`src/assert_macros.svh`:
```
// assertion macros shared by the rtl
`ifndef ASSERT_MACROS_SVH
`define ASSERT_MACROS_SVH

// property that must hold at every clock edge outside reset
`define ASSERT_ALWAYS(lbl, clk_i, rstn_i, prop) \
	lbl: assert property (@(posedge clk_i) disable iff (!rstn_i) (prop)) \
		else $error("property violated");

// antecedent implies consequent in the same cycle
`define ASSERT_IMPLIES(lbl, clk_i, rstn_i, ante, cons) \
	lbl: assert property (@(posedge clk_i) disable iff (!rstn_i) (ante) |-> (cons)) \
		else $error("implication violated");

`endif

```
`src/gms_pkg.sv`:
```
// types and constants of the two-axis galvo move stepper
`timescale 1ns / 1ps

package gms_pkg;

	typedef logic [1:0] op_t;

	localparam op_t OP_TICK = 2'd0;
	localparam op_t OP_LOAD = 2'd1;
	localparam op_t OP_SET  = 2'd2;

	localparam int STEP_W     = 32;
	localparam int SPEED_W    = 32;
	localparam int PERIOD_W   = 16;
	localparam int FRAC_SHIFT = 10;

	localparam logic [PERIOD_W-1:0] PERIOD_RESET = 16'd10;

	typedef enum logic [1:0] {
		PH_IDLE,
		PH_WRITE,
		PH_CONFIRM
	} phase_t;

	typedef enum logic [2:0] {
		ST_IDLE,
		ST_SQSUM,
		ST_ROOT,
		ST_DIV_SPEED,
		ST_DIV_PERIOD,
		ST_DIV_X,
		ST_DIV_Y,
		ST_COMMIT
	} seq_state_t;

endpackage

```
`src/gms_sqsum.sv`:
```
// bit-serial sum of squares dx*dx + dy*dy
`timescale 1ns / 1ps

module gms_sqsum #(
	parameter int DAC_BITS = 18
) (
	input  logic                  clk,
	input  logic                  arst_n,
	input  logic                  start,
	input  logic [DAC_BITS-1:0]   dx,
	input  logic [DAC_BITS-1:0]   dy,
	output logic [2*DAC_BITS:0]   sum,
	output logic                  done
);

	localparam int MW = 2 * DAC_BITS;
	localparam int SW = 2 * DAC_BITS + 1;
	localparam int CW = $clog2(DAC_BITS);
	localparam logic [CW-1:0] LAST = CW'(DAC_BITS - 1);

	logic [MW-1:0]       mcand_q;
	logic [DAC_BITS-1:0] mult_q;
	logic [DAC_BITS-1:0] dy_hold_q;
	logic [SW-1:0]       acc_q;
	logic [CW-1:0]       cnt_q;
	logic                second_q;
	logic                busy_q;
	logic                done_q;

	always_ff @(posedge clk or negedge arst_n) begin
		if (!arst_n) begin
			busy_q   <= 1'b0;
			done_q   <= 1'b0;
			cnt_q    <= '0;
			second_q <= 1'b0;
		end else begin
			done_q <= 1'b0;
			if (start) begin
				busy_q   <= 1'b1;
				cnt_q    <= '0;
				second_q <= 1'b0;
			end else if (busy_q) begin
				if (cnt_q == LAST) begin
					cnt_q <= '0;
					if (!second_q) begin
						second_q <= 1'b1;
					end else begin
						busy_q <= 1'b0;
						done_q <= 1'b1;
					end
				end else begin
					cnt_q <= cnt_q + 1'b1;
				end
			end
		end
	end

	always_ff @(posedge clk) begin
		if (start) begin
			mcand_q   <= MW'(dx);
			mult_q    <= dx;
			dy_hold_q <= dy;
			acc_q     <= '0;
		end else if (busy_q) begin
			if (mult_q[0]) begin
				acc_q <= acc_q + SW'(mcand_q);
			end
			if (cnt_q == LAST && !second_q) begin
				mcand_q <= MW'(dy_hold_q);
				mult_q  <= dy_hold_q;
			end else begin
				mcand_q <= mcand_q << 1;
				mult_q  <= mult_q >> 1;
			end
		end
	end

	assign sum  = acc_q;
	assign done = done_q;

endmodule

```
`src/gms_sqrt.sv`:
```
// digit-serial integer square root, two radicand bits per cycle
`timescale 1ns / 1ps

module gms_sqrt #(
	parameter int DAC_BITS = 18
) (
	input  logic                 clk,
	input  logic                 arst_n,
	input  logic                 start,
	input  logic [2*DAC_BITS:0]  radicand,
	output logic [DAC_BITS:0]    root,
	output logic                 done
);

	localparam int RW  = DAC_BITS + 1;
	localparam int VW  = 2 * RW;
	localparam int RMW = RW + 3;
	localparam int CW  = $clog2(RW);
	localparam logic [CW-1:0] LAST = CW'(RW - 1);

	logic [VW-1:0]  v_q;
	logic [RW:0]    rem_q;
	logic [RW-1:0]  root_q;
	logic [CW-1:0]  cnt_q;
	logic           busy_q;
	logic           done_q;
	logic [RMW-1:0] rem_sh;
	logic [RMW-1:0] trial;
	logic [RMW-1:0] diff;
	logic           fits;

	assign rem_sh = {rem_q, v_q[VW-1 -: 2]};
	assign trial  = RMW'({root_q, 2'b01});
	assign diff   = rem_sh - trial;
	assign fits   = rem_sh >= trial;

	always_ff @(posedge clk or negedge arst_n) begin
		if (!arst_n) begin
			busy_q <= 1'b0;
			done_q <= 1'b0;
			cnt_q  <= '0;
		end else begin
			done_q <= 1'b0;
			if (start) begin
				busy_q <= 1'b1;
				cnt_q  <= '0;
			end else if (busy_q) begin
				if (cnt_q == LAST) begin
					busy_q <= 1'b0;
					done_q <= 1'b1;
				end else begin
					cnt_q <= cnt_q + 1'b1;
				end
			end
		end
	end

	always_ff @(posedge clk) begin
		if (start) begin
			v_q    <= VW'(radicand);
			rem_q  <= '0;
			root_q <= '0;
		end else if (busy_q) begin
			v_q    <= v_q << 2;
			rem_q  <= fits ? diff[RW:0] : rem_sh[RW:0];
			root_q <= {root_q[RW-2:0], fits};
		end
	end

	assign root = root_q;
	assign done = done_q;

endmodule

```
`src/gms_div.sv`:
```
// bit-serial restoring divider, one quotient bit per cycle
`timescale 1ns / 1ps

module gms_div #(
	parameter int NW = 32
) (
	input  logic                       clk,
	input  logic                       arst_n,
	input  logic                       start,
	input  logic [NW-1:0]              numer,
	input  logic [gms_pkg::STEP_W-1:0] denom,
	output logic [NW-1:0]              quot,
	output logic                       done
);

	import gms_pkg::*;

	localparam int CW = $clog2(NW);
	localparam logic [CW-1:0] LAST = CW'(NW - 1);

	logic [NW-1:0]     q_q;
	logic [STEP_W-1:0] rem_q;
	logic [STEP_W-1:0] den_q;
	logic [CW-1:0]     cnt_q;
	logic              busy_q;
	logic              done_q;
	logic [STEP_W:0]   trial;
	logic [STEP_W:0]   diff;
	logic              fits;

	assign trial = {rem_q, q_q[NW-1]};
	assign diff  = trial - {1'b0, den_q};
	assign fits  = trial >= {1'b0, den_q};

	always_ff @(posedge clk or negedge arst_n) begin
		if (!arst_n) begin
			busy_q <= 1'b0;
			done_q <= 1'b0;
			cnt_q  <= '0;
		end else begin
			done_q <= 1'b0;
			if (start) begin
				busy_q <= 1'b1;
				cnt_q  <= '0;
			end else if (busy_q) begin
				if (cnt_q == LAST) begin
					busy_q <= 1'b0;
					done_q <= 1'b1;
				end else begin
					cnt_q <= cnt_q + 1'b1;
				end
			end
		end
	end

	always_ff @(posedge clk) begin
		if (start) begin
			q_q   <= numer;
			rem_q <= '0;
			den_q <= denom;
		end else if (busy_q) begin
			q_q   <= {q_q[NW-2:0], fits};
			rem_q <= fits ? diff[STEP_W-1:0] : trial[STEP_W-1:0];
		end
	end

	assign quot = q_q;
	assign done = done_q;

endmodule

```
`src/gms_axis.sv`:
```
// one axis update: step toward target and clamp on arrival
`timescale 1ns / 1ps

module gms_axis #(
	parameter int DAC_BITS = 18
) (
	input  logic [DAC_BITS-1:0]        pos,
	input  logic [DAC_BITS-1:0]        tgt,
	input  logic [gms_pkg::STEP_W-1:0] step,
	output logic [DAC_BITS-1:0]        pos_nxt,
	output logic                       at_tgt
);

	import gms_pkg::*;

	logic                below;
	logic [DAC_BITS-1:0] distance;
	logic                reach;

	assign below    = pos < tgt;
	assign distance = below ? (tgt - pos) : (pos - tgt);
	assign reach    = step >= STEP_W'(distance);
	assign at_tgt   = pos == tgt;

	always_comb begin
		if (at_tgt) begin
			pos_nxt = pos;
		end else if (reach) begin
			pos_nxt = tgt;
		end else if (below) begin
			pos_nxt = pos + step[DAC_BITS-1:0];
		end else begin
			pos_nxt = pos - step[DAC_BITS-1:0];
		end
	end

endmodule

```
`src/two_axis_galvo_move_stepper_unit.sv`:
```
// top level of the two-axis galvo move stepper
//
// Input channel (in_valid/in_ready) carries one operation per transaction:
// tick, load move or set position. Output channel (out_valid/out_ready)
// returns exactly one result per input transaction, in order.
// update_period is written through cfg_write_en/cfg_write_data; the user
// must write it only while idle, the block itself does not enforce this.
// Tick, set and unused operations pass from acceptance through the commit
// state into the output register; the next transaction is taken only once
// the sequencer is back in idle. Load: sum of squares, then root, then four
// divisions on the one shared serial divider of NW quotient bits (NW = 32,
// or DAC_BITS+10 when wider). A zero speed skips the divisions.
// The serial units set the load time; ticks are bound by the two-state
// accept/commit sequence.
// Reset clears positions, targets and steps to zero, the phase to idle and
// update_period to 10.
// When the receiver stalls, the finished result waits in the output register;
// the next transaction is still accepted and computed, and waits at its
// commit until the output register is free.
`timescale 1ns / 1ps
`include "assert_macros.svh"

module two_axis_galvo_move_stepper_unit #(
	parameter int DAC_BITS = 18
) (
	input  logic                         clk,
	input  logic                         arst_n,
	input  logic                         cfg_write_en,
	input  logic [gms_pkg::PERIOD_W-1:0] cfg_write_data,
	input  logic                         in_valid,
	output logic                         in_ready,
	input  gms_pkg::op_t                 operation,
	input  logic [DAC_BITS-1:0]          from_x,
	input  logic [DAC_BITS-1:0]          from_y,
	input  logic [DAC_BITS-1:0]          to_x,
	input  logic [DAC_BITS-1:0]          to_y,
	input  logic [gms_pkg::SPEED_W-1:0]  speed,
	input  logic                         enable_x,
	input  logic                         enable_y,
	input  logic [DAC_BITS-1:0]          set_x,
	input  logic [DAC_BITS-1:0]          set_y,
	output logic                         out_valid,
	input  logic                         out_ready,
	output logic [DAC_BITS-1:0]          x_out,
	output logic [DAC_BITS-1:0]          y_out,
	output logic                         dac_write,
	output logic                         settled,
	output logic                         move_complete,
	output logic                         busy_res
);

	import gms_pkg::*;

	localparam int RW = DAC_BITS + 1;
	localparam int NW = (DAC_BITS + FRAC_SHIFT > STEP_W) ? DAC_BITS + FRAC_SHIFT : STEP_W;

	// sequencer
	seq_state_t seq_q;
	seq_state_t seq_d;

	// accepted transaction
	op_t                 op_q;
	logic [DAC_BITS-1:0] dx_q;
	logic [DAC_BITS-1:0] dy_q;
	logic [DAC_BITS-1:0] to_x_q;
	logic [DAC_BITS-1:0] to_y_q;
	logic [SPEED_W-1:0]  speed_q;
	logic                en_x_q;
	logic                en_y_q;
	logic [DAC_BITS-1:0] set_x_q;
	logic [DAC_BITS-1:0] set_y_q;

	// block state
	logic [PERIOD_W-1:0] period_q;
	logic [DAC_BITS-1:0] position_x_q;
	logic [DAC_BITS-1:0] position_y_q;
	logic [DAC_BITS-1:0] target_x_q;
	logic [DAC_BITS-1:0] target_y_q;
	logic [STEP_W-1:0]   step_x_q;
	logic [STEP_W-1:0]   step_y_q;
	logic [STEP_W-1:0]   incr_q;
	phase_t              phase_q;
	logic                finished_q;

	// output register
	logic                out_valid_q;
	logic [DAC_BITS-1:0] x_out_q;
	logic [DAC_BITS-1:0] y_out_q;
	logic                dac_write_q;
	logic                settled_q;
	logic                complete_q;
	logic                busy_q;

	// datapath
	logic [DAC_BITS-1:0]   dx_in;
	logic [DAC_BITS-1:0]   dy_in;
	logic [2*DAC_BITS:0]   sq_sum;
	logic                  sq_done;
	logic [RW-1:0]         root;
	logic                  root_done;
	logic [RW+FRAC_SHIFT-1:0] dist_full;
	logic [STEP_W-1:0]     distance;
	logic [NW-1:0]         quot;
	logic [NW-1:0]         quot_sh;
	logic                  div_done;
	logic [STEP_W-1:0]     dur;
	logic [STEP_W-1:0]     incr_c;
	logic [STEP_W-1:0]     per_c;
	logic [STEP_W-1:0]     quot_lo;

	// control
	logic                  accept;
	logic                  out_free;
	logic                  sq_start;
	logic                  root_start;
	logic                  div_start;
	logic [NW-1:0]         div_num;
	logic [STEP_W-1:0]     div_den;
	logic                  commit;

	// commit values
	logic [DAC_BITS-1:0] nxt_x;
	logic [DAC_BITS-1:0] nxt_y;
	logic                at_x;
	logic                at_y;
	logic [DAC_BITS-1:0] pos_x_d;
	logic [DAC_BITS-1:0] pos_y_d;
	logic [DAC_BITS-1:0] tgt_x_d;
	logic [DAC_BITS-1:0] tgt_y_d;
	phase_t              phase_d;
	logic                fin_d;
	logic                wrote_d;
	logic                settled_d;

	assign dx_in   = (to_x > from_x) ? (to_x - from_x) : (from_x - to_x);
	assign dy_in   = (to_y > from_y) ? (to_y - from_y) : (from_y - to_y);
	assign dist_full = {root, {FRAC_SHIFT{1'b0}}};
	assign distance = STEP_W'(dist_full);
	assign quot_sh = quot << FRAC_SHIFT;
	assign dur     = quot_sh[STEP_W-1:0];
	assign quot_lo = quot[STEP_W-1:0];
	assign incr_c  = (quot_lo == '0) ? STEP_W'(1) : quot_lo;
	assign per_c   = (period_q == '0) ? STEP_W'(1) : STEP_W'(period_q);
	assign out_free = !out_valid_q || out_ready;

	gms_sqsum #(
		.DAC_BITS(DAC_BITS)
	) u_sqsum (
		.clk    (clk),
		.arst_n (arst_n),
		.start  (sq_start),
		.dx     (dx_in),
		.dy     (dy_in),
		.sum    (sq_sum),
		.done   (sq_done)
	);

	gms_sqrt #(
		.DAC_BITS(DAC_BITS)
	) u_sqrt (
		.clk      (clk),
		.arst_n   (arst_n),
		.start    (root_start),
		.radicand (sq_sum),
		.root     (root),
		.done     (root_done)
	);

	gms_div #(
		.NW(NW)
	) u_div (
		.clk    (clk),
		.arst_n (arst_n),
		.start  (div_start),
		.numer  (div_num),
		.denom  (div_den),
		.quot   (quot),
		.done   (div_done)
	);

	gms_axis #(
		.DAC_BITS(DAC_BITS)
	) u_axis_x (
		.pos     (position_x_q),
		.tgt     (target_x_q),
		.step    (step_x_q),
		.pos_nxt (nxt_x),
		.at_tgt  (at_x)
	);

	gms_axis #(
		.DAC_BITS(DAC_BITS)
	) u_axis_y (
		.pos     (position_y_q),
		.tgt     (target_y_q),
		.step    (step_y_q),
		.pos_nxt (nxt_y),
		.at_tgt  (at_y)
	);

	// next state
	always_comb begin
		seq_d = seq_q;
		case (seq_q)
			ST_IDLE: begin
				if (in_valid) begin
					seq_d = (operation == OP_LOAD) ? ST_SQSUM : ST_COMMIT;
				end
			end
			ST_SQSUM: begin
				if (sq_done) begin
					seq_d = ST_ROOT;
				end
			end
			ST_ROOT: begin
				if (root_done) begin
					seq_d = (speed_q == '0) ? ST_COMMIT : ST_DIV_SPEED;
				end
			end
			ST_DIV_SPEED: begin
				if (div_done) begin
					seq_d = ST_DIV_PERIOD;
				end
			end
			ST_DIV_PERIOD: begin
				if (div_done) begin
					seq_d = ST_DIV_X;
				end
			end
			ST_DIV_X: begin
				if (div_done) begin
					seq_d = ST_DIV_Y;
				end
			end
			ST_DIV_Y: begin
				if (div_done) begin
					seq_d = ST_COMMIT;
				end
			end
			ST_COMMIT: begin
				if (out_free) begin
					seq_d = ST_IDLE;
				end
			end
			default: seq_d = ST_IDLE;
		endcase
	end

	// sequencer outputs
	always_comb begin
		in_ready   = 1'b0;
		sq_start   = 1'b0;
		root_start = 1'b0;
		div_start  = 1'b0;
		div_num    = NW'(distance);
		div_den    = speed_q;
		commit     = 1'b0;
		case (seq_q)
			ST_IDLE: begin
				in_ready = 1'b1;
				sq_start = in_valid && (operation == OP_LOAD);
			end
			ST_SQSUM: begin
				root_start = sq_done;
			end
			ST_ROOT: begin
				div_start = root_done && (speed_q != '0);
			end
			ST_DIV_SPEED: begin
				div_start = div_done;
				div_num   = NW'(dur);
				div_den   = per_c;
			end
			ST_DIV_PERIOD: begin
				div_start = div_done;
				div_num   = NW'({dx_q, {FRAC_SHIFT{1'b0}}});
				div_den   = incr_c;
			end
			ST_DIV_X: begin
				div_start = div_done;
				div_num   = NW'({dy_q, {FRAC_SHIFT{1'b0}}});
				div_den   = incr_q;
			end
			ST_DIV_Y: begin
			end
			ST_COMMIT: begin
				commit = out_free;
			end
			default: begin
			end
		endcase
	end

	assign accept = in_valid && in_ready;

	// state after the current transaction
	always_comb begin
		pos_x_d   = position_x_q;
		pos_y_d   = position_y_q;
		tgt_x_d   = target_x_q;
		tgt_y_d   = target_y_q;
		phase_d   = phase_q;
		fin_d     = finished_q;
		wrote_d   = 1'b0;
		settled_d = 1'b0;
		case (op_q)
			OP_LOAD: begin
				tgt_x_d = to_x_q;
				tgt_y_d = to_y_q;
				phase_d = PH_WRITE;
				fin_d   = 1'b0;
			end
			OP_SET: begin
				pos_x_d = set_x_q;
				pos_y_d = set_y_q;
			end
			OP_TICK: begin
				case (phase_q)
					PH_WRITE: begin
						pos_x_d   = nxt_x;
						pos_y_d   = nxt_y;
						wrote_d   = 1'b1;
						settled_d = at_x && at_y;
						if (at_x && at_y) begin
							phase_d = PH_CONFIRM;
						end
					end
					PH_CONFIRM: begin
						if (at_x && at_y) begin
							fin_d   = 1'b1;
							phase_d = PH_IDLE;
						end
					end
					default: begin
					end
				endcase
			end
			default: begin
			end
		endcase
	end

	always_ff @(posedge clk or negedge arst_n) begin
		if (!arst_n) begin
			seq_q <= ST_IDLE;
		end else begin
			seq_q <= seq_d;
		end
	end

	always_ff @(posedge clk) begin
		if (accept) begin
			op_q    <= operation;
			dx_q    <= dx_in;
			dy_q    <= dy_in;
			to_x_q  <= to_x;
			to_y_q  <= to_y;
			speed_q <= speed;
			en_x_q  <= enable_x;
			en_y_q  <= enable_y;
			set_x_q <= set_x;
			set_y_q <= set_y;
		end
		if (seq_q == ST_DIV_PERIOD && div_done) begin
			incr_q <= incr_c;
		end
	end

	always_ff @(posedge clk or negedge arst_n) begin
		if (!arst_n) begin
			period_q <= PERIOD_RESET;
		end else if (cfg_write_en) begin
			period_q <= cfg_write_data;
		end
	end

	// step sizes
	always_ff @(posedge clk or negedge arst_n) begin
		if (!arst_n) begin
			step_x_q <= '0;
			step_y_q <= '0;
		end else begin
			if (seq_q == ST_ROOT && root_done && speed_q == '0) begin
				step_x_q <= '0;
				step_y_q <= '0;
			end
			if (seq_q == ST_DIV_X && div_done) begin
				step_x_q <= (en_x_q && dx_q != '0) ? quot_lo : '0;
			end
			if (seq_q == ST_DIV_Y && div_done) begin
				step_y_q <= (en_y_q && dy_q != '0) ? quot_lo : '0;
			end
		end
	end

	always_ff @(posedge clk or negedge arst_n) begin
		if (!arst_n) begin
			position_x_q <= '0;
			position_y_q <= '0;
			target_x_q   <= '0;
			target_y_q   <= '0;
			phase_q      <= PH_IDLE;
			finished_q   <= 1'b0;
		end else if (commit) begin
			position_x_q <= pos_x_d;
			position_y_q <= pos_y_d;
			target_x_q   <= tgt_x_d;
			target_y_q   <= tgt_y_d;
			phase_q      <= phase_d;
			finished_q   <= fin_d;
		end
	end

	always_ff @(posedge clk or negedge arst_n) begin
		if (!arst_n) begin
			out_valid_q <= 1'b0;
		end else if (commit) begin
			out_valid_q <= 1'b1;
		end else if (out_ready) begin
			out_valid_q <= 1'b0;
		end
	end

	always_ff @(posedge clk) begin
		if (commit) begin
			x_out_q     <= pos_x_d;
			y_out_q     <= pos_y_d;
			dac_write_q <= wrote_d;
			settled_q   <= settled_d;
			complete_q  <= fin_d;
			busy_q      <= (phase_d == PH_WRITE) || (phase_d == PH_CONFIRM);
		end
	end

	assign out_valid     = out_valid_q;
	assign x_out         = x_out_q;
	assign y_out         = y_out_q;
	assign dac_write     = dac_write_q;
	assign settled       = settled_q;
	assign move_complete = complete_q;
	assign busy_res      = busy_q;

	`ASSERT_IMPLIES(a_fin_not_writing, clk, arst_n, finished_q, phase_q != PH_WRITE)
	`ASSERT_IMPLIES(a_fin_on_target, clk, arst_n, $rose(finished_q), at_x && at_y)
	`ASSERT_IMPLIES(a_result_from_commit, clk, arst_n, $rose(out_valid_q), $past(seq_q == ST_COMMIT))
	`ASSERT_ALWAYS(a_single_unit_start, clk, arst_n, $onehot0({sq_start, root_start, div_start}))

endmodule

```
`config.mk`:
```
export PLATFORM = sky130hd
export DESIGN_NAME = two_axis_galvo_move_stepper_unit
export DESIGN_NICKNAME = d
export VERILOG_FILES = /design/src/gms_pkg.sv /design/src/gms_sqsum.sv /design/src/gms_sqrt.sv /design/src/gms_div.sv /design/src/gms_axis.sv /design/src/two_axis_galvo_move_stepper_unit.sv
export VERILOG_INCLUDE_DIRS = /design/src /design/src/src
export SDC_FILE = /design/constraint.sdc
export NUM_CORES = 2
export LEC_CHECK = 0
export BUFFER_PORTS_ARGS = -buffer_cell sky130_fd_sc_hd__buf_4
export CORE_MARGIN = 1.5
export CORE_UTILIZATION = 50
export CTS_BUF_LIST = sky130_fd_sc_hd__clkbuf_8
export DETAILED_ROUTE_END_ITERATION = 12
export PLACE_DENSITY_LB_ADDON = 0.15
export SLEW_MARGIN = 20
export SYNTH_ARGS = -nofsm -noshare
export SYNTH_HDL_FRONTEND = slang
export SYNTH_SLANG_ARGS = --single-unit
```
`constraint.sdc`:
```
create_clock -name clk -period 18 [get_ports clk]
set_clock_uncertainty 0.05 [all_clocks]
set_input_delay 5.4 -clock clk [delete_from_list [all_inputs] [get_ports clk]]
set_output_delay 5.4 -clock clk [all_outputs]
set_load 0.01 [all_outputs]
```
==> run_results.csv <==
group,metric,value,unit
run_status,status,"completed",
clock_network,tritoncts,"done",
routing,drcViolationCount,0,
synth,synth.ff_latch_count,679,
power,power_switching,0.000802,W
routing,drtPass1Iterations,5,
synth,synth-warning-count,0,
critical_path,cp_data_arrival_time,8.54,ns
clock_network,clock-sinks,679,
final_layout,fin_nets,4959,
flow_run,drv_cap,0,
timing,final-hold-violation-count,0,
timing,fin_setup_tns,0,ns
placement,place_ws,9.13,ns
clock_network,clkTransAtPathRegs,0.06,ns
die,io_pins,207,
critical_path,worstPathRequired,18.40,ns
grt,grt-ovfl-total,0,
power,p_leak,19.4,nW
power,p_int,0.00247,W
power,clockPowerShare,43.4,%
synth,yosysSeqAreaShare,43.7,%
routing,wl_per_cell,21.0,um
final_layout,register_area,18200,um2
die,core_area,82200,um2
synth,synth.distinct_cells,92,
die,die_h,292,um
power,power_frac_comb,6.4,%
synth,syn_area_per_cell,9.60,um2
routing,drt_iter0_drc,3087,
placement,gp_congestion,0.934,
synth,yosysTopAreaCellShare,26.7,%
critical_path,startpoint_type,"primary input",
routing,routed_via_density,5.95,
clock_network,root_buffer,"clkbuf_8",
synth,synth_area_leaders,"edfxtp_1, dfrtp_1, ha_1",
critical_path,crit_path_end_kind,"flip-flop",
die,dieArea,85100,um2
timing,clock.fmax,123,MHz
critical_path,max_stage_delay,0.67,ns
placement,place_inst,5421,
timing,slew_headroom,24.5,%
synth,synth_area,41700,um2
final_layout,fillers,7366,
final_layout,syn2layout_area_growth,11.3,%
timing,slew_violations,0,
clock_network,htreeDepth,3,
clock_network,clk_latency,0.76,ns
final_layout,final_core_util,56.4,%
critical_path,crit_fanout,18,
clock_network,cts_buffer_depth,3,
power,p_sw_share,24.5,%
synth,synth_edf_count,371,
critical_path,cpMaxStageDelayCell,"o21ai_4",
grt,antenna_found_initial,5,
synth,synth.net_count,4834,
critical_path,crit_type,"primary input to flip-flop",
final_layout,layout_commonest_cell,"nand2_1",
grt,grt_pass1_wl,185000,um
synth,synthCells,4344,
timing,holdWs,0.398,ns
timing,finalCriticalPeriod,8.14,ns
routing,ant_nets,0,
timing,fin_crit_sh,45.2,%
timing,setup_violations,0,
critical_path,critPathTopFamily,"compound AO/OA/AOI/OAI gates",
timing,worst_slack,9.86,ns
placement,portBuffers,206,
synth,dominantRegCellSynth,"edfxtp_1",
clock_network,cts_buffers,116,
clock_network,postCtsHoldBufs,0,
min_path,hold_class,"flip-flop to flip-flop",
critical_path,worstPathCellList,"buf_4 > inv_1 > ha_1 > fa_1 > nand2b_1 > a21oi_1 > nor2_1 > o21ba_1 > a21oi_1 > o21ai_4 > mux2_1 > xnor2_1 > a22oi_1",
routing,vias,33600,
routing,wl,119000,um
final_layout,mostFrequentLayoutCells,"nand2_1, a21oi_1, edfxtp_1",
synth,yosysTopAreaCell,"edfxtp_1",
placement,dp_hpwl,86900,um
die,die_x,292,um
timing,rsz0062_at_grt,"no",
final_layout,multi_input_area,21400,um2
clock_network,cts_setup_buffers,0,
clock_network,cts_resized,0,
final_layout,final_cells,5646,
die,row_count,105,
synth,async_flop_share,26.7,%
final_layout,layout-drive-gt1-share,10.8,%
grt,groute.usage.overall,27.5,%
critical_path,cp_common_cell,"a21oi_1",
power,peakVddDrop,50.3,uV
power,power_frac_seq,50.3,%
critical_path,critPathBufInv,2,
grt,grt_max_degree,80,
timing,tightest_slew,1.12,ns
die,start_util,50.7,%
grt,grt_pass1_vias,32300,
power,power_per_cell_area,70.6,nW/um2
[metal layers]
layer	global-route usage (%)	wire length (um)
met3	4.16	7970
met1	39.1	53600
met2	42.9	53200
met4	9.32	3820
met5	0	19
[layout make-up]
cell class | count | share of cell area (%)
clock inverter | 89 | 1.16
multi-input combinational | 3113 | 46.2
tap | 1070 | 2.89
timing repair buffer | 250 | 4.06
clock buffer | 132 | 3.92
sequential | 679 | 39.3
inverter | 309 | 2.50
antenna | 4 | 0.0216
[worst paths after layout]
| check | from | endpoint | slack [ns] | depth (start not counted) |
|---|---|---|---|---|
| setup reg to reg | position_y_q[0]$_DFFE_PN0P_ | y_out[15]$_DFFE_PP_ | 11.05 | 22 |
| hold / removal | to_y_q[16]$_DFFE_PP_ | target_y_q[16]$_DFFE_PN0P_ | 0.40 | 2 |
| hold reg to reg | to_y_q[16]$_DFFE_PP_ | target_y_q[16]$_DFFE_PN0P_ | 0.40 | 2 |
| setup / recovery | to_x[0] | u_sqsum.mcand_q[16]$_DFFE_PP_ | 9.86 | 13 |
| max in group asynchronous | arst_n | step_y_q[25]$_DFFE_PN0P_ | 11.19 | 3 |
| min in group asynchronous | arst_n | position_y_q[0]$_DFFE_PN0P_ | 4.62 | 1 |
[worst min-delay path, delay by kind of cell (launching register included)]
family / cells / cell delay (ns)
AOI/OAI and AO/OA: 1 / 0.06
DFF: 1 / 0.33
and+or+nand+nor: 1 / 0.05
[Yosys cell counts (all sizes together) (11+ instances only)]
| cell type | number |
|---|---|
| a211o | 11 |
| a211oi | 45 |
| a21boi | 12 |
| a21o | 79 |
| a21oi | 388 |
| a221oi | 38 |
| a222oi | 16 |
| a22o | 90 |
| a22oi | 37 |
| a2bb2oi | 28 |
| a31oi | 47 |
| and2 | 31 |
| and3 | 30 |
| buf | 46 |
| clkbuf | 197 |
| dfrtp | 179 |
| dfxtp | 127 |
| edfxtp | 371 |
| fa | 12 |
| ha | 313 |
| inv | 309 |
| mux2 | 37 |
| mux2i | 128 |
| nand2 | 421 |
| nand2b | 60 |
| nand3 | 88 |
| nand3b | 11 |
| nand4 | 40 |
| nor2 | 281 |
| nor2b | 46 |
| nor3 | 66 |
| nor4 | 42 |
| o211ai | 20 |
| o21a | 32 |
| o21ai | 218 |
| o21bai | 27 |
| o22a | 14 |
| o22ai | 32 |
| o31ai | 20 |
| or2 | 11 |
| or3 | 21 |
| xnor2 | 131 |
| xor2 | 73 |
[power groups by stage]
stage / sequential [W] / clock, W / combinational [W]
6_report: 0.00165 / 0.00142 / 0.000208
5_1_grt: 0.00165 / 0.00152 / 0.000227
4_1_cts: 0.00165 / 0.00145 / 0.000207
3_5_place_dp: 0.00168 / 0 / 0.000206
3_3_place_gp: 0.00168 / 0 / 0.000204
2_1_floorplan: 0.00168 / 0 / 0.000120
[through the flow]
step | power [W] | cell area, um2
6_report | 0.00328 | 46400
5_1_grt | 0.00339 | 46400
4_1_cts | 0.00331 | 46400
3_5_place_dp | 0.00188 | 44000
3_3_place_gp | 0.00188 | 44000
2_1_floorplan | 0.00180 | 41700
[cells by family (layout without fill, tap and decap cells)]
family | after synthesis | after routing | synth area share (%)
other | 0 | 4 | 0
and+or+nand+nor | 1186 | 1186 | 13.4
buffers and inverters | 552 | 780 | 5.13
adders and majority gates | 325 | 325 | 9.97
DFF | 679 | 679 | 43.7
AOI/OAI and AO/OA | 1233 | 1233 | 19.5
xor gates and xnor gates | 204 | 204 | 4.29
muxes | 165 | 165 | 4.08
[registers in the layout, indices dropped and copies added, names as in the netlist, 19 cells and up]
| register | flops |
|---|---|
| step_x_q | 32 |
| u_sqrt.rem_q | 20 |
| u_sqsum.mcand_q | 36 |
| u_sqrt.v_q | 38 |
| step_y_q | 32 |
| u_sqrt.root | 19 |
| u_sqsum.sum | 37 |
| incr_q | 32 |
| u_div.quot | 32 |
| u_div.den_q | 32 |
| speed_q | 32 |
| u_div.rem_q | 32 |
Note: power is estimated with default switching activity, not from simulation.
